### config.mk
export PLATFORM = sky130hd
export DESIGN_NAME = pdd_cell
export DESIGN_NICKNAME = d
export VERILOG_FILES = /design/src/design/pdd_pkg.sv /design/src/design/pdd_cell.sv
export SDC_FILE = /design/constraint.sdc
export NUM_CORES = 1
export LEC_CHECK = 0
export ABC_AREA = 1
export BUFFER_PORTS_ARGS = -buffer_cell sky130_fd_sc_hd__clkbuf_2
export CORE_ASPECT_RATIO = 0.7
export CORE_UTILIZATION = 35
export DETAILED_ROUTE_END_ITERATION = 8
export GPL_ROUTABILITY_DRIVEN = 0
export HOLD_SLACK_MARGIN = 0.05
export PLACE_DENSITY = 0.69
export SLEW_MARGIN = 5
export SYNTH_ARGS = -nofsm -noshare
export SYNTH_HDL_FRONTEND = slang
export SYNTH_SLANG_ARGS = --single-unit
export TNS_END_PERCENT = 100
### constraint.sdc
create_clock -name i_clk -period 1.1 [get_ports i_clk]
set_clock_uncertainty 0.05 [all_clocks]
set_input_delay 0.055 -clock i_clk [delete_from_list [all_inputs] [get_ports i_clk]]
set_output_delay 0.055 -clock i_clk [all_outputs]
set_load 0.05 [all_outputs]
### src/design/pdd_pkg.sv
// Shared types and constants for the probe request SSID dedup block.
// No dependencies.
package pdd_pkg;

    localparam int TABLE_DEPTH = 64;
    localparam int SSID_MAX    = 32;
    localparam int ECW         = $clog2(TABLE_DEPTH + 1);
    localparam int WCW         = $clog2(TABLE_DEPTH + 3);

    localparam logic [7:0] TYPE_MASK   = 8'hf0;
    localparam logic [7:0] TYPE_PROBE  = 8'h40;
    localparam logic [7:0] ID_SSID     = 8'h00;
    localparam logic [7:0] CHAR_LOW    = 8'h20;
    localparam logic [7:0] CHAR_DEL    = 8'h7f;
    localparam logic [11:0] HDR_LAST   = 12'd23;
    localparam logic [11:0] ADDR_FIRST = 12'd10;
    localparam logic [11:0] ADDR_LAST  = 12'd15;
    localparam logic [11:0] POS_MAX    = 12'd4095;

    localparam logic OP_BYTE  = 1'b0;
    localparam logic OP_CLEAR = 1'b1;

    typedef struct packed {
        logic [47:0]                 addr;
        logic [5:0]                  len;
        logic [SSID_MAX-1:0][7:0]    chars;
    } t_key;

endpackage

### src/design/pdd_cell.sv
// One dedup table entry: stores a pair, compares it with the key and
// passes the running match flag to the next cell. Depends on pdd_pkg.
module pdd_cell (
    input  logic          i_clk,
    input  logic          i_rst_n,
    input  pdd_pkg::t_key i_key,
    input  logic          i_wr,
    input  logic          i_active,
    input  logic          i_acc,
    output logic          o_acc
);
    import pdd_pkg::*;

    t_key r_ent;
    logic r_hit, r_acc;
    logic match;

    always_comb begin
        match = (r_ent.addr == i_key.addr) && (r_ent.len == i_key.len);
        for (int j = 0; j < SSID_MAX; j++) begin
            if (6'(j) < i_key.len && r_ent.chars[j] != i_key.chars[j]) match = 1'b0;
        end
    end

    always_ff @(posedge i_clk) begin
        if (i_wr) r_ent <= i_key;
    end

    always_ff @(posedge i_clk) begin
        if (!i_rst_n) begin
            r_hit <= 1'b0;
            r_acc <= 1'b0;
        end else begin
            r_hit <= match && i_active;
            r_acc <= i_acc || r_hit;
        end
    end

    assign o_acc = r_acc;
endmodule
==> run summary <==
HOLD PATH
--------------------------------------------------------------------------------
Min-delay worst type .............................................. input port to flip-flop

GRT
--------------------------------------------------------------------------------
Wire length of the first global-routing pass ......................      62.4 mm
Pin count of the biggest net entering global routing ..............           26
Aggregate global routing overflow .................................            0
Total track usage .................................................        19.2%
Initial antenna violation count ...................................            4
Via count of the first global-routing pass ........................        12.3k

ROUTING
--------------------------------------------------------------------------------
Final routed wirelength across all metal layers ...................      40.6 mm
Initial DRC count .................................................          585
Wire length per cell .............................................. 15.3 microns
Average via count per standard cell ...............................         4.38
Vias post-DR ......................................................        11.7k
Detailed-routing iteration count for the pre-antenna-repair pass ..            7
Antenna viol nets, final ..........................................            0
DRC violation count after routing .................................            0

FLOORPLAN
--------------------------------------------------------------------------------
Boundary pin count ................................................          316
Num rows ..........................................................           61
Vert. Die Dim .....................................................  171 microns
Core Region .......................................................  40000 sq um
Effective utilization at floorplan ................................        35.8%
Total Die Area ....................................................  41700 sq um
Die Wd ............................................................  244 microns

TIMING
--------------------------------------------------------------------------------
Headroom to the max-slew limit ....................................        73.1%
Hold violation total from the final report ........................            0
RSZ-0062 raised after global routing ..............................         true
Number of pins exceeding their max-slew limit in the final report .            0
Post-layout worst setup margin ....................................    -0.587 ns
Max Clock Freq ....................................................      593 MHz
Ratio of final minimum period to clock period .....................         153%
Final-layout setup total negative slack ...........................    -0.587 ns
Number of setup violations in the final report ....................            1
Worst Tran Pin Value ..............................................     0.404 ns
Minimum period implied by the final worst setup slack .............      1.69 ns

FLOW RUN
--------------------------------------------------------------------------------
Count of max-cap constraint violations ............................            0

SYNTHESIS
--------------------------------------------------------------------------------
Area fraction of the dominant cell type after synthesis ...........        65.1%
Mean instance size in the synthesized netlist .....................   11.1 sq um
Main area contributors after synthesis ............................ sky130_fd_sc_hd__edfxtp_1 65%, sky130_fd_sc_hd__xnor2_1 13%, sky130_fd_sc_hd__nand2_1 10%
Number of synthesized flops with an enable pin ....................          310
Leading cell types by count after synthesis ....................... 385 x sky130_fd_sc_hd__nand2_1, 310 x sky130_fd_sc_hd__edfxtp_1, 207 x sky130_fd_sc_hd__xnor2_1
Post-synthesis cell area ..........................................  14300 sq um
Post-synthesis cell type count ....................................           26
Synthesis warning total ...........................................            0
Sequential fraction of the synthesis area .........................        65.4%
Number of storage elements in the synthesis netlist ...............          312
Library cell with the highest instance count after synthesis ...... sky130_fd_sc_hd__nand2_1
Cells after synthesis .............................................         1291
Cell type with the highest aggregate area in the netlist .......... sky130_fd_sc_hd__edfxtp_1
Most common flop cell mapped by yosys ............................. sky130_fd_sc_hd__edfxtp_1
Synthesized netlist net count .....................................         1606
Async set-reset flop share out of synthesis .......................           0%

FINAL LAYOUT
--------------------------------------------------------------------------------
Final non-filler cell area ........................................  22100 sq um
Final layout net count ............................................         2415
Area growth from synthesis to layout ..............................        54.3%
Layout cell share with drive strength beyond 1 ....................        25.9%
Final Non-Filler Cells ............................................         2661

CRITICAL PATH
--------------------------------------------------------------------------------
Cell type group with the largest total delay on the critical path . simple AND/OR/NAND/NOR gates
Element type at the critical path end .............................    flip-flop
Number of buffer and inverter stages on the critical path .........            0
Required time of the worst setup path .............................      1.51 ns
Startpoint-to-endpoint class of the critical path ................. flip-flop to flip-flop
Cells traversed along the worst timing path ....................... xnor2_1 -> nand2_1 -> nor2_1 -> nand2_1 -> nor2_4 -> nand2_2 -> nor2_4 -> nand2_2 -> nor2_2 -> nand2_1 -> nor2_1
Worst reg-to-reg setup slack ......................................     -0.59 ns
CP max-delay cell ................................................. sky130_fd_sc_hd__edfxtp_1
Most repeated library cell on the critical path ................... sky130_fd_sc_hd__nand2_1
Worst endpoint data arrival time ..................................      2.10 ns
Top fanout value on the critical path .............................            1
Startpoint types ..................................................    flip-flop
Delay of the slowest cell on the worst path .......................      0.42 ns

CTS
--------------------------------------------------------------------------------
Worst-path clk slew ...............................................      0.06 ns
Worst-skew pair later-pin latency .................................      0.54 ns
Setup Fix Bufs, Post-CTS ..........................................            0
Max Buffers Root-to-Sink ..........................................            3
Number of buffers created by CTS ..................................           34
Number of levels in the clock H-tree ..............................            2
Clock tree from TritonCTS .........................................         done
Number of sinks on the clock net ..................................          312
CTS root buffer ................................................... sky130_fd_sc_hd__clkbuf_16

POWER AND IR DROP
--------------------------------------------------------------------------------
Pwr per Cell Area ................................................. 1370 nW/um^2
Switching share of total power ....................................        23.8%
Net Switching .....................................................      7220 uW
Power Internal ....................................................     23000 uW
Power share of the clock group ....................................        37.1%
Comb pwr share ....................................................        14.8%
Leakage power of the design .......................................   0.00955 uW
Power share of the sequential group ...............................        48.1%
Peak supply drop ..................................................    0.00137 V

PLACED DESIGN
--------------------------------------------------------------------------------
Cell count after placement ........................................         2286
Standard cell area after detailed placement .......................  17800 sq um
Detailed placement HPWL ...........................................      27.2 mm
Port buffer count .................................................          315

OUTCOME
--------------------------------------------------------------------------------
Failing checks .................................................... negative setup slack
Status ............................................................ finished with violations

==> stage by stage <==
| stage | utilization [%] | power [uW] | hold WS [ns] | setup slack [ns] |
|---|---|---|---|---|
| 2_1_floorplan | - | 16400 | 0.104 | -0.130 |
| 3_3_place_gp | 44.5 | 18100 | 0.201 | -0.682 |
| 5_1_grt | 55.2 | 31500 | 0.196 | -0.790 |
| 6_report | 55.2 | 30300 | 0.140 | -0.587 |
| 4_1_cts | 55.0 | 30400 | 0.136 | -0.596 |
| 3_5_place_dp | 44.5 | 18300 | 0.200 | -0.683 |
==> state kept, by name (all words and copies together), names as in the netlist <==
name and flops:
o_acc 1, r_hit 1, r_ent 310
==> cells by family after synthesis <==
kind of cell | Yosys count | share of synthesized area, %
buf+inv | 176 | 4.65
flops | 312 | 65.4
xor+xnor | 215 | 13.2
compound gates | 45 | 1.69
simple gates | 543 | 15.1
==> power groups by stage <==
stage | sequential [uW] | clock (uW) | combinational, uW
6_report | 14600 | 11200 | 4470
5_1_grt | 14700 | 11900 | 4920
4_1_cts | 14500 | 11500 | 4390
3_5_place_dp | 14800 | 0 | 3510
3_3_place_gp | 14700 | 0 | 3400
2_1_floorplan | 14700 | 0 | 1650
==> layer usage <==
metal  vias up  GRT usage [%]  routed length, microns
met5         -              0                      27
met4         4           6.47                    1160
met3        79           5.04                    2660
met2       314           32.5                   19400
met1      5458           23.8                   17400
li1       5808              -                       -
==> worst reg2reg max path: stages, from the launching register on <==
cell                       delay, ns
sky130_fd_sc_hd__edfxtp_1       0.42
sky130_fd_sc_hd__xnor2_1        0.19
sky130_fd_sc_hd__nand2_1        0.08
sky130_fd_sc_hd__nor2_1         0.10
sky130_fd_sc_hd__nand2_1        0.10
sky130_fd_sc_hd__nor2_4         0.16
sky130_fd_sc_hd__nand2_2        0.10
sky130_fd_sc_hd__nor2_4         0.17
sky130_fd_sc_hd__nand2_2        0.07
sky130_fd_sc_hd__nor2_2         0.07
sky130_fd_sc_hd__nand2_1        0.05
sky130_fd_sc_hd__nor2_1         0.08
==> placed cells by master, fill, tap and decap left out, types with 21 or more instances in the layout <==
cell and n:
sky130_fd_sc_hd__buf_4 137, sky130_fd_sc_hd__clkbuf_16 35, sky130_fd_sc_hd__clkbuf_2 313, sky130_fd_sc_hd__dlygate4sd3_1 313, sky130_fd_sc_hd__edfxtp_1 310, sky130_fd_sc_hd__inv_1 169
sky130_fd_sc_hd__nand2_1 382, sky130_fd_sc_hd__nand4_1 21, sky130_fd_sc_hd__nor2_1 94, sky130_fd_sc_hd__o21ai_0 26, sky130_fd_sc_hd__xnor2_1 203
==> path summary, 6_finish.rpt <==
check / from / to / cells after the start
min: i_key[130] / r_hit / 8
max: r_ent[294] / r_hit / 11
max reg2reg: r_ent[294] / r_hit / 11
min reg2reg: r_hit / o_acc / 1
==> layout make-up <==
cell class / instances / area, sq um
Fill cell: 3330 / 17900
Sequential cell: 312 / 9350
Timing Repair Buffer: 775 / 5960
Multi-Input combinational cell: 803 / 4360
Clock buffer: 42 / 902
Tap cell: 535 / 669
Inverter: 174 / 653
Clock inverter: 18 / 169
Antenna cell: 2 / 5.00
==> what timing repair did <==
| action | 4_1_cts | 5_1_grt |
|---|---|---|
| hold endpoints to repair | 335 | 0 |
| gates resized for setup | 8 | 15 |
| hold buffers | 313 | 0 |
| setup endpoints to repair | 2 | 2 |
| pin swaps | 6 | 6 |
Power figures use the tool's default switching activity.
