$ cat src/design/pdd_pkg.sv
// Shared types and constants for the probe request SSID dedup block.
// No dependencies.
package pdd_pkg;

    localparam int TABLE_DEPTH = 64;
    localparam int SSID_MAX    = 32;
    localparam int ECW         = $clog2(TABLE_DEPTH + 1);
    localparam int WCW         = $clog2(TABLE_DEPTH + 3);

    localparam logic [7:0] TYPE_MASK   = 8'hf0;
    localparam logic [7:0] TYPE_PROBE  = 8'h40;
    localparam logic [7:0] ID_SSID     = 8'h00;
    localparam logic [7:0] CHAR_LOW    = 8'h20;
    localparam logic [7:0] CHAR_DEL    = 8'h7f;
    localparam logic [11:0] HDR_LAST   = 12'd23;
    localparam logic [11:0] ADDR_FIRST = 12'd10;
    localparam logic [11:0] ADDR_LAST  = 12'd15;
    localparam logic [11:0] POS_MAX    = 12'd4095;

    localparam logic OP_BYTE  = 1'b0;
    localparam logic OP_CLEAR = 1'b1;

    typedef struct packed {
        logic [47:0]                 addr;
        logic [5:0]                  len;
        logic [SSID_MAX-1:0][7:0]    chars;
    } t_key;

endpackage

$ cat src/design/pdd_parse.sv
// Frame byte parser: header capture and information element walk.
// Depends on pdd_pkg.
module pdd_parse (
    input  logic          i_clk,
    input  logic          i_rst_n,
    input  logic          i_en,
    input  logic          i_restart,
    input  logic [7:0]    i_byte,
    input  logic [7:0]    i_strength,
    output pdd_pkg::t_key o_key,
    output logic [7:0]    o_strength,
    output logic          o_probe,
    output logic          o_long
);
    import pdd_pkg::*;

    typedef enum logic [6:0] {
        PH_HEADER   = 7'b0000001,
        PH_ID       = 7'b0000010,
        PH_LEN_OTH  = 7'b0000100,
        PH_LEN_SSID = 7'b0001000,
        PH_SKIP     = 7'b0010000,
        PH_SSID     = 7'b0100000,
        PH_DONE     = 7'b1000000
    } t_phase;

    logic [11:0] r_pos;
    t_phase      r_phase, n_phase;
    logic [7:0]  r_rem, n_rem;
    logic [47:0] r_addr;
    logic [7:0]  r_str;
    logic        r_probe;
    logic [5:0]  r_cnt, n_cnt;
    logic [SSID_MAX-1:0][7:0] r_chars;

    logic        first, probe_now, keep, rem_z;
    t_phase      ph;
    logic [5:0]  cnt;
    logic [7:0]  rem_dec;

    always_comb begin
        first     = (r_pos == 12'd0);
        probe_now = ((i_byte & TYPE_MASK) == TYPE_PROBE);
        ph        = first ? (probe_now ? PH_HEADER : PH_DONE) : r_phase;
        cnt       = first ? 6'd0 : r_cnt;
        rem_dec   = (r_rem != 8'd0) ? r_rem - 8'd1 : 8'd0;
        rem_z     = (rem_dec == 8'd0);
        n_phase   = ph;
        n_rem     = r_rem;
        n_cnt     = cnt;
        keep      = 1'b0;
        case (ph)
            PH_HEADER: begin
                if (r_pos == HDR_LAST) n_phase = PH_ID;
            end
            PH_ID: begin
                n_phase = (i_byte == ID_SSID) ? PH_LEN_SSID : PH_LEN_OTH;
            end
            PH_LEN_OTH: begin
                n_rem   = i_byte;
                n_phase = (i_byte == 8'd0) ? PH_ID : PH_SKIP;
            end
            PH_SKIP: begin
                n_rem = rem_dec;
                if (rem_z) n_phase = PH_ID;
            end
            PH_LEN_SSID: begin
                n_rem   = (i_byte > 8'(SSID_MAX)) ? 8'(SSID_MAX) : i_byte;
                n_phase = (i_byte == 8'd0) ? PH_DONE : PH_SSID;
            end
            PH_SSID: begin
                if (i_byte == 8'd0) begin
                    n_phase = PH_DONE;
                end else begin
                    keep  = (i_byte >= CHAR_LOW) && (i_byte != CHAR_DEL)
                            && (cnt < 6'(SSID_MAX));
                    if (keep) n_cnt = cnt + 6'd1;
                    n_rem = rem_dec;
                    if (rem_z) n_phase = PH_DONE;
                end
            end
            default: n_phase = PH_DONE;
        endcase
    end

    always_ff @(posedge i_clk) begin
        if (!i_rst_n || i_restart) begin
            r_pos   <= '0;
            r_phase <= PH_HEADER;
            r_rem   <= '0;
            r_addr  <= '0;
            r_str   <= '0;
            r_probe <= 1'b0;
            r_cnt   <= '0;
        end else if (i_en) begin
            if (first) begin
                r_str   <= i_strength;
                r_probe <= probe_now;
            end
            if (r_pos >= ADDR_FIRST && r_pos <= ADDR_LAST)
                r_addr <= {r_addr[39:0], i_byte};
            else if (first)
                r_addr <= '0;
            r_phase <= n_phase;
            r_rem   <= n_rem;
            r_cnt   <= n_cnt;
            if (r_pos != POS_MAX) r_pos <= r_pos + 12'd1;
        end
    end

    // Character store, written at the running count.
    always_ff @(posedge i_clk) begin
        for (int j = 0; j < SSID_MAX; j++) begin
            if (i_en && keep && cnt == 6'(j)) r_chars[j] <= i_byte;
        end
    end

    assign o_key.addr  = r_addr;
    assign o_key.len   = r_cnt;
    assign o_key.chars = r_chars;
    assign o_strength  = r_str;
    assign o_probe     = r_probe;
    assign o_long      = (r_pos >= ADDR_LAST);
endmodule

$ cat config.mk
export PLATFORM = sky130hd
export DESIGN_NAME = pdd_parse
export DESIGN_NICKNAME = d
export VERILOG_FILES = /design/src/design/pdd_pkg.sv /design/src/design/pdd_parse.sv
export SDC_FILE = /design/constraint.sdc
export NUM_CORES = 1
export LEC_CHECK = 0
export CORE_AREA = 4 4 147 149
export CTS_BUF_LIST = sky130_fd_sc_hd__clkbuf_8
export DETAILED_ROUTE_END_ITERATION = 8
export DIE_AREA = 0 0 151 153
export DONT_BUFFER_PORTS = 1
export GPL_TIMING_DRIVEN = 1
export HOLD_SLACK_MARGIN = 0.05
export PLACE_DENSITY = 0.78
export SLEW_MARGIN = 20
export SYNTH_ARGS = -nofsm -noshare
export SYNTH_HDL_FRONTEND = slang
export SYNTH_SLANG_ARGS = --single-unit
$ cat constraint.sdc
create_clock -name i_clk -period 4.7 [get_ports i_clk]
set_input_delay 0.47 -clock i_clk [delete_from_list [all_inputs] [get_ports i_clk]]
set_output_delay 0.47 -clock i_clk [all_outputs]
set_load 0.02 [all_outputs]
==> out/qor.csv, run 1 <==
stage,metric,value,unit
critical_path,CP arrival,3.69,ns
critical_path,WP data required,4.87,ns
logic_synthesis,number of synthesized flops with an enable pin,256,
drt,Pre-antenna DRT Iters,7,
logic_synthesis,"Top FF cell, synth",edfxtp_1,
floorplan,Initial Utilization,59.36,%
global_route,initial antenna violation count,0,
floorplan,Die W,151,microns
critical_path,CP max FO,8,
clock_tree,Num CTS Buffers,50,
timing,Final Cycle Share,74.84,%
critical_path,CP Launch Type,register,
finish,sequential cell area,0.009489,sq mm
logic_synthesis,Synth Cell Area,0.01197,sq mm
logic_synthesis,syn_nets,819,
finish,diode count,0,
logic_synthesis,Yosys cell types,61,
timing,final hold vios,0,
timing,Final setup viols,0,
finish,Final #Nets,861,
place,Post-Place Cells,1033,
drt,WL final,32480,microns
logic_synthesis,share of the synthesized area in the top cell type,64.21,%
critical_path,worst path buffer plus inverter count,0,
min_path,type of the worst min-delay path,in -> reg,
drt,drt drc,0,
drt,drt wl/cell,28.52,microns
run_status,outcome,finished clean,
floorplan,IO Pins,340,
timing,Hold Slack,0.08801,ns
finish,Finished Layout Cells,1139,
timing,Worst Tran Pin Value,1.075,ns
timing,Max-slew headroom,27.76,%
logic_synthesis,#FFs+latches synth,346,
timing,setup TNS,0,ns
logic_synthesis,Syn Inst Count,790,
global_route,number of global-route vias before repair,6645,
finish,layout filler cell count,1361,
drt,number of routed nets with antenna violations,0,
logic_synthesis,Area contributors post-synth,"edfxtp_1 64%, dfxtp_1 15%, nor2_1 3.7%",
drt,vias,7134,
pwr,VDD IR max,0.0002225,V
critical_path,CP Capture Type,register,
timing,skew final,0.01907,ns
global_route,largest net degree at the start of global routing,70,
floorplan,core area,0.02017,sq mm
global_route,Total GRT Usage,27.19,%
critical_path,crit path max-delay cell type,nor2_1,
finish,area of the multi-input gates,0.002330,sq mm
pwr,LEAKAGE,4.358,nW
critical_path,Crit Path Category,reg -> reg,
clock_tree,clock tree buffer depth,3,
logic_synthesis,Yosys top cell by area,edfxtp_1,
floorplan,Cell Rows,52,
pwr,PD cells,417.0,mW/mm^2
timing,min cycle time layout,3.518,ns
pwr,Pwr Total,5.595,mW
timing,RSZ-0062 raised after global routing,no,
logic_synthesis,Yosys warnings,0,
finish,Syn-to-layout area delta,12.08,%
logic_synthesis,sequential-to-total area share from yosys stat,79.26,%
clock_tree,CTS root buf,clkbuf_8,
place,DP HPWL,20300,microns
run,Max Cap Viol,0,
logic_synthesis,async set or reset register ratio after synthesis,0,%
floorplan,Die ar.,0.02310,sq mm
floorplan,die span in y,153,microns
global_route,first-pass GRT wire length,46620,microns
logic_synthesis,syn_area_per_cell,15.16,sq um
critical_path,CP cell instances,"or4_4, a311o_2, nor4_4, nand2_1, nor2_1",
clock_tree,H-tree depth,2,
critical_path,Top delay family on crit path,simple AND/OR/NAND/NOR gates,
drt,Vias/cell,6.263,
place,Placer Congestion,0.8579,
clock_tree,clock tree from TritonCTS,built,
clock_tree,postcts setup bufs,0,
drt,initial DRC count,696,
finish,fraction of layout cells with a size suffix above 1,10.82,%
clock_tree,CTS Sinks,346,
place,number of I/O port buffers,0,
clock_tree,worst skew pair latency,0.56,ns
critical_path,"slowest stage delay, CP",0.75,ns
global_route,GRT Residual Overflow,0,
timing,Max Slew Vio Count,0,
timing,fmax,284.3,MHz
clock_tree,Clock Pin Slew Worst Setup and Hold Paths,0.07,ns
## where the power goes
group	total, mW	internal (mW)	switching, mW
combinational	0.131	0.0392	0.0917
sequential	3.28	3.28	0.00676
clock	2.18	1.11	1.07
total	5.60	4.43	1.16
## placed cells by master (no fill, tap or decap), drive strengths merged, types with 2 or more instances in the layout
| master | synthesis | routed |
|---|---|---|
| a32oi | 3 | 3 |
| dfxtp | 90 | 90 |
| nand4 | 6 | 6 |
| or3 | 7 | 7 |
| clkinv | 0 | 19 |
| mux2i | 4 | 4 |
| nand4b | 2 | 2 |
| ha | 9 | 9 |
| nor2 | 119 | 119 |
| a21oi | 29 | 29 |
| dlygate4sd3 | 0 | 8 |
| o31ai | 4 | 4 |
| nor4 | 7 | 7 |
| nor4b | 2 | 2 |
| and3 | 3 | 3 |
| o21ai | 19 | 19 |
| buf | 4 | 11 |
| or4 | 3 | 3 |
| a211oi | 2 | 2 |
| a22oi | 50 | 50 |
| o22ai | 2 | 2 |
| nor3 | 17 | 17 |
| inv | 15 | 29 |
| xnor2 | 7 | 7 |
| nor2b | 6 | 6 |
| o211ai | 2 | 2 |
| xor2 | 6 | 6 |
| clkbuf | 25 | 54 |
| nand3 | 11 | 11 |
| nand2 | 51 | 51 |
| o21a | 3 | 3 |
| nand2b | 5 | 5 |
| edfxtp | 256 | 256 |
## sequential cells by signal, summed over array words and instances (netlist names)
name / cells
r_rem: 8
r_addr: 48
r_phase: 7
r_pos: 12
o_probe: 1
o_key: 256
r_cnt: 6
o_strength: 8
## worst paths after layout
path,to,from,depth (start not counted),slack [ns]
min,r_addr[0],i_byte[0],2,0.09
max,o_key[137],r_phase[0],5,1.18
max reg2reg,o_key[137],r_phase[0],5,1.18
min reg2reg,r_phase[4],r_phase[4],2,0.52
## layout make-up
type	instances	share of cell area, %
flip-flops and latches	346	70.71
multi-input cells	400	17.36
clock buffers	54	5.538
well taps	270	2.517
repair buffers	19	2.107
clock inverters	35	1.343
inverters	15	0.4196
## per-stage QoR
step | setup WS (ns) | util (%) | cell area (sq um)
2_1_floorplan | 1.945 | - | 11970
5_1_grt | 1.027 | 66.53 | 13420
3_3_place_gp | 1.423 | 60.63 | 12230
3_5_place_dp | 1.256 | 60.63 | 12230
6_report | 1.182 | 66.53 | 13420
4_1_cts | 1.239 | 66.40 | 13390
## synth_stat cells, types with 2 or more instances
master / n
a211oi_1: 2
a21oi_1: 29
a22oi_1: 50
a32oi_1: 3
and3_1: 3
buf_2: 3
clkbuf_1: 25
dfxtp_1: 90
edfxtp_1: 256
ha_1: 9
inv_1: 15
mux2i_1: 4
nand2_1: 50
nand2b_1: 5
nand3_1: 11
nand4_1: 6
nand4b_1: 2
nor2_1: 118
nor2b_1: 6
nor3_1: 17
nor4_1: 5
nor4b_1: 2
o211ai_1: 2
o21a_1: 3
o21ai_0: 19
o31ai_1: 3
or3_1: 6
or4_1: 2
xnor2_1: 7
xor2_1: 6
## routing by layer
layer,up-vias,track usage (%),part of all wire (%)
met5,-,0,0
met4,0,7.945,3.1
met3,67,9.654,12
met2,497,44.66,50
met1,3528,34.20,35
li1,3042,-,-
## logic make-up (layout without fill, tap and decap cells)
group	count (synthesis)	count (layout)	share of synthesized area, %
buf+inv	44	123	1.442
xor+xnor	13	13	0.9510
simple gates	245	245	9.520
flops	346	346	79.26
fa+ha+maj	9	9	0.9406
mux	5	5	0.4285
compound gates	128	128	7.462
## what timing repair did
action	in CTS	in global routing
resized for setup	0	0
hold buffers	16	0
hold endpoints to repair	264	0
No activity file was read; power rests on OpenSTA's default activity.
==> run 2, diff against run 1 <==
--- a/config.mk
+++ b/config.mk
@@ -5,14 +5,14 @@
 export SDC_FILE = /design/constraint.sdc
 export NUM_CORES = 1
 export LEC_CHECK = 0
-export CORE_AREA = 4 4 147 149
+export CORE_AREA = 4 4 148 150
 export CTS_BUF_LIST = sky130_fd_sc_hd__clkbuf_8
 export DETAILED_ROUTE_END_ITERATION = 8
-export DIE_AREA = 0 0 151 153
+export DIE_AREA = 0 0 152 154
 export DONT_BUFFER_PORTS = 1
 export GPL_TIMING_DRIVEN = 1
 export HOLD_SLACK_MARGIN = 0.05
-export PLACE_DENSITY = 0.78
+export PLACE_DENSITY = 0.8
 export SLEW_MARGIN = 20
 export SYNTH_ARGS = -nofsm -noshare
 export SYNTH_HDL_FRONTEND = slang
==> constraint.sdc (replaced) <==
create_clock -name i_clk -period 3.05 [get_ports i_clk]
set_input_delay 0.305 -clock i_clk [delete_from_list [all_inputs] [get_ports i_clk]]
set_output_delay 0.305 -clock i_clk [all_outputs]
set_load 0.02 [all_outputs]
==> run 2 against run 1 <==
  * Clock skew rose by 0.0059 ns
  * Utilization fell by 0.23 points
  * Flip-flop and latch count unchanged
  * Hold slack got worse by 0.046 ns
  * Power grew 53%
  * Fmax grew 20%
  * Clock power grew 50%
  * Largest power group unchanged
  * Final area increased by 2.2%
  * Die area is 1.3% higher
==> out/qor.csv, run 2 (same netlist as run 1, synthesis figures left out) <==
stage,metric,value,unit
run_status,outcome,finished clean,
critical_path,CP Launch Type,register,
finish,layout filler cell count,1378,
clock_tree,postcts setup bufs,0,
finish,"commonest non-fill, non-tap cell in the layout",edfxtp_1,
drt,Pre-antenna DRT Iters,6,
global_route,first-pass GRT wire length,46220,microns
critical_path,CP max FO,8,
global_route,Total GRT Usage,25.96,%
clock_tree,CTS Sinks,346,
floorplan,Cell Rows,53,
clock_tree,H-tree depth,2,
clock_tree,"Hold-fix buffers, CTS",18,
timing,Max Slew Vio Count,0,
clock_tree,Clock Pin Slew Worst Setup and Hold Paths,0.06,ns
drt,number of routed nets with antenna violations,0,
run,Max Cap Viol,0,
finish,sequential cell area,0.009489,sq mm
timing,final hold vios,0,
timing,skew final,0.02497,ns
floorplan,Initial Utilization,57.87,%
drt,drt wl/cell,26.48,microns
timing,Max-slew headroom,52.44,%
timing,Final setup viols,0,
finish,Final #Nets,902,
critical_path,crit path max-delay cell type,or4_4,
drt,WL final,31250,microns
critical_path,WP data required,3.32,ns
finish,"commonest non-fill, non-tap cells in the layout","256 x edfxtp_1, 118 x nor2_1, 90 x dfxtp_1, 52 x clkbuf_8",
floorplan,IO Pins,340,
min_path,type of the worst min-delay path,in -> reg,
drt,drt drc,0,
timing,min cycle time layout,2.927,ns
finish,area of the multi-input gates,0.002332,sq mm
timing,fmax,341.7,MHz
place,number of I/O port buffers,0,
critical_path,CP cell instances,"or4_4, a311o_2, nor4_4, buf_4, nand2_1, nor2_1, buf_4",
critical_path,CP Capture Type,register,
finish,diode count,0,
floorplan,Die W,152,microns
clock_tree,post_cts resized,0,
finish,Largest register FFs,256,
finish,fraction of layout cells with a size suffix above 1,14.48,%
clock_tree,clock tree from TritonCTS,built,
place,DP HPWL,19840,microns
timing,RSZ-0062 raised after global routing,no,
critical_path,CP arrival,3.20,ns
timing,setup TNS,0,ns
clock_tree,CTS root buf,clkbuf_8,
pwr,VDD IR max,0.0003337,V
drt,initial DRC count,739,
global_route,GRT Residual Overflow,0,
timing,Worst Tran Pin Value,0.7034,ns
timing,Hold Slack,0.04232,ns
finish,Syn-to-layout area delta,14.58,%
floorplan,core area,0.02069,sq mm
critical_path,Crit Path Category,reg -> reg,
clock_tree,worst skew pair latency,0.58,ns
clock_tree,Num CTS Buffers,49,
floorplan,Die ar.,0.02341,sq mm
critical_path,"slowest stage delay, CP",0.55,ns
pwr,PD cells,623.7,mW/mm^2
clock_tree,clock tree buffer depth,3,
timing,Final Cycle Share,95.96,%
floorplan,die span in y,154,microns
finish,Util after Layout,66.30,%
place,Placer Congestion,0.8408,
pwr,LEAKAGE,4.578,nW
global_route,initial antenna violation count,0,
critical_path,most frequent cell on the critical path,buf_4,
drt,vias,7136,
global_route,number of global-route vias before repair,6709,
global_route,largest net degree at the start of global routing,58,
drt,Vias/cell,6.047,
==> run 2: path summary, 6_finish.rpt <==
kind | start | end | slack (ns) | cells past startpoint
worst max-delay path | r_phase[0] | o_key[135] | 0.12 | 7
worst min-delay path | i_restart | r_rem[0] | 0.04 | 3
worst max register to register | r_phase[0] | o_key[135] | 0.12 | 7
worst min register to register | r_phase[2] | r_phase[2] | 0.54 | 2
==> run 2: stage by stage <==
step                      area (sq um)  setup slack [ns]  total power [mW]  cells
after CTS                        13670            0.1228             8.604   1177
after global placement           12520            0.2111             5.261   1076
after detailed placement         12520            0.1306             5.261   1076
final                            13720            0.1232             8.556   1180
after floorplan                  11970            0.2952             5.240    790
after global routing             13720           0.02934             8.891   1180
==> run 2: metal layers <==
metal  GRT usage, %  routed length (microns)  vias to the layer above
met5              0                        0                        -
met2          42.15                    15620                      421
met4          7.149                      763                        0
met1          34.08                    11770                     3555
met3          8.612                     3096                       50
li1               -                        -                     3110
==> run 2: layout make-up <==
| class | instances | share of cell area, % |
|---|---|---|
| Inverter | 15 | 0.4104 |
| Timing Repair Buffer | 61 | 4.433 |
| Clock inverter | 31 | 1.259 |
| Multi-Input combinational cell | 400 | 17.00 |
| Sequential cell | 346 | 69.17 |
| Tap cell | 275 | 2.508 |
| Clock buffer | 52 | 5.217 |
==> run 2: power breakdown <==
part | switching, mW | internal [mW]
sequential | 0.0102 | 5.05
clock | 1.61 | 1.67
combinational | 0.148 | 0.0668
total | 1.77 | 6.78
==> run 2: critical path, delay by kind of cell, from the launching register on <==
| kind | cells | cell delay [ns] |
|---|---|---|
| buffers and inverters | 2 | 0.40 |
| flip-flops | 1 | 0.37 |
| AND/OR/NAND/NOR | 4 | 1.43 |
| AO/OA/AOI/OAI | 1 | 0.44 |
==> run 3, diff against run 2 <==
--- a/config.mk
+++ b/config.mk
@@ -13,6 +13,7 @@
 export GPL_TIMING_DRIVEN = 1
 export HOLD_SLACK_MARGIN = 0.05
 export PLACE_DENSITY = 0.8
+export RECOVER_POWER = 50
 export SLEW_MARGIN = 20
 export SYNTH_ARGS = -nofsm -noshare
 export SYNTH_HDL_FRONTEND = slang
==> run 3 against run 2 <==
  * The run now ends with capacitance limit, slew limit left
  * Non-clock buffer count unchanged
  * Global-route usage unchanged
  * Worst setup slack improved by 0.0067 ns
  * Clock skew increased by 0.0012 ns
  * Clock power about the same
  * Power about the same
  * Wire length increased by 0.30%
  * Cell count unchanged
  * Die area unchanged
  * Critical endpoint unchanged
==> out/qor.csv, run 3 (same netlist as run 1, synthesis figures left out) <==
stage,metric,value,unit
run_status,outcome,finished with violations,
run_status,failing checks,"capacitance limit, slew limit",
critical_path,Crit Path Category,reg -> reg,
clock_tree,Clock Pin Slew Worst Setup and Hold Paths,0.06,ns
pwr,PD cells,628.3,mW/mm^2
global_route,GRT Residual Overflow,0,
critical_path,FF-to-FF Start,r_phase[0],
min_path,HP Start,i_restart,
critical_path,WP data required,3.32,ns
floorplan,core area,0.02069,sq mm
drt,vias,7157,
critical_path,CP Capture Type,register,
global_route,Total GRT Usage,25.96,%
clock_tree,clock tree buffer depth,3,
global_route,met3 GRT Util,8.612,%
timing,skew final,0.02620,ns
clock_tree,clock tree from TritonCTS,built,
finish,Finished Layout Cells,1180,
place,Post-Place Cells,1076,
global_route,first-pass GRT wire length,46220,microns
global_route,largest net degree at the start of global routing,58,
floorplan,Cell Rows,53,
place,number of I/O port buffers,0,
clock_tree,post_cts resized,0,
timing,Final Cycle Share,95.74,%
global_route,met2 Track Usage GR,42.15,%
run,Max Cap Viol,7,
place,DP HPWL,19840,microns
timing,fmax,342.5,MHz
drt,number of routed nets with antenna violations,0,
finish,fraction of layout cells with a size suffix above 1,13.70,%
timing,Max Slew Vio Count,249,
clock_tree,CTS root buf,clkbuf_8,
min_path,type of the worst min-delay path,in -> reg,
critical_path,CP arrival,3.19,ns
finish,Final #Nets,902,
clock_tree,postcts setup bufs,0,
pwr,Pwr Total,8.548,mW
timing,min cycle time layout,2.920,ns
timing,final hold vios,0,
pwr,VDD IR max,0.0003341,V
drt,drt drc,0,
drt,drt wl/cell,26.56,microns
timing,Hold Slack,0.04143,ns
critical_path,crit path from,r_phase[0],
clock_tree,CTS Sinks,346,
timing,Final setup viols,0,
clock_tree,worst skew pair latency,0.58,ns
critical_path,CP Launch Type,register,
timing,setup TNS,0,ns
timing,Worst Tran Pin Value,2.030,ns
floorplan,IO Pins,340,
drt,initial DRC count,800,
clock_tree,H-tree depth,2,
clock_tree,Num CTS Buffers,49,
critical_path,CP max FO,8,
floorplan,die span in y,154,microns
drt,Pre-antenna DRT Iters,6,
floorplan,Die W,152,microns
finish,Syn-to-layout area delta,13.63,%
pwr,LEAKAGE,4.521,nW
place,Placer Congestion,0.8408,
global_route,busiest grt layer,met2,
drt,WL final,31340,microns
timing,Max-slew headroom,-35.35,%
floorplan,Initial Utilization,57.87,%
finish,"commonest non-fill, non-tap cells in the layout","256 x edfxtp_1, 118 x nor2_1, 90 x dfxtp_1, 52 x clkbuf_8",
finish,"commonest non-fill, non-tap cell in the layout",edfxtp_1,
finish,layout filler cell count,1394,
timing,RSZ-0062 raised after global routing,no,
finish,Largest register FFs,256,
finish,Util after Layout,65.75,%
global_route,number of global-route vias before repair,6709,
drt,Vias/cell,6.065,
floorplan,Die ar.,0.02341,sq mm
global_route,initial antenna violation count,0,
global_route,met1 Usage GRT,34.08,%
finish,diode count,0,
critical_path,worst reg-to-reg setup slack,0.13,ns
[run 3: timing repair]
item | CTS | global route
endpoints found under the setup margin | 0 | 0
hold buffers | 18 | 2
hold endpoints to repair | 290 | 2
[run 3: layout make-up]
type	count	area (sq um)	area share (%)
clock inverter	31	172.7	1.269
tap	275	344.1	2.529
timing repair buffer	61	494.2	3.633
inverter	15	56.30	0.4139
multi-input combinational	400	2332	17.14
clock buffer	52	715.7	5.261
sequential	346	9489	69.75
[run 3: power breakdown]
part           switching, mW  total [mW]  leakage (nW)  internal, mW
combinational          0.150       0.200         0.971        0.0496
sequential            0.0102        5.07          3.03          5.06
clock                   1.62        3.28         0.524          1.67
total                   1.78        8.55          4.52          6.77
[run 3: path summary, 6_finish.rpt]
check | end | depth (start not counted)
worst max-delay path | o_key[135] | 7
worst min-delay path | r_rem[0] | 3
worst max register to register | o_key[135] | 7
worst min register to register | r_phase[2] | 2
[run 3: critical path: stages, from the launching register on]
cell     delay [ns]
dfxtp_1        0.38
or4_4          0.56
a311o_2        0.43
nor4_4         0.29
buf_4          0.20
nand2_1        0.32
nor2_1         0.24
buf_4          0.20
[run 3: through the flow]
step                worst slack (ns)  area, sq um
finish                        0.1299        13600
global route                 0.02934        13600
CTS                           0.1228        13670
detailed placement            0.1306        12520
global placement              0.2111        12520
floorplan                     0.2952        11970
[run 3: per-layer routing]
layer / share of wire [%] / up-vias
li1: - / 3110
met1: 36 / 3518
met2: 50 / 475
met3: 11 / 54
met4: 2.7 / 0
met5: 0 / -
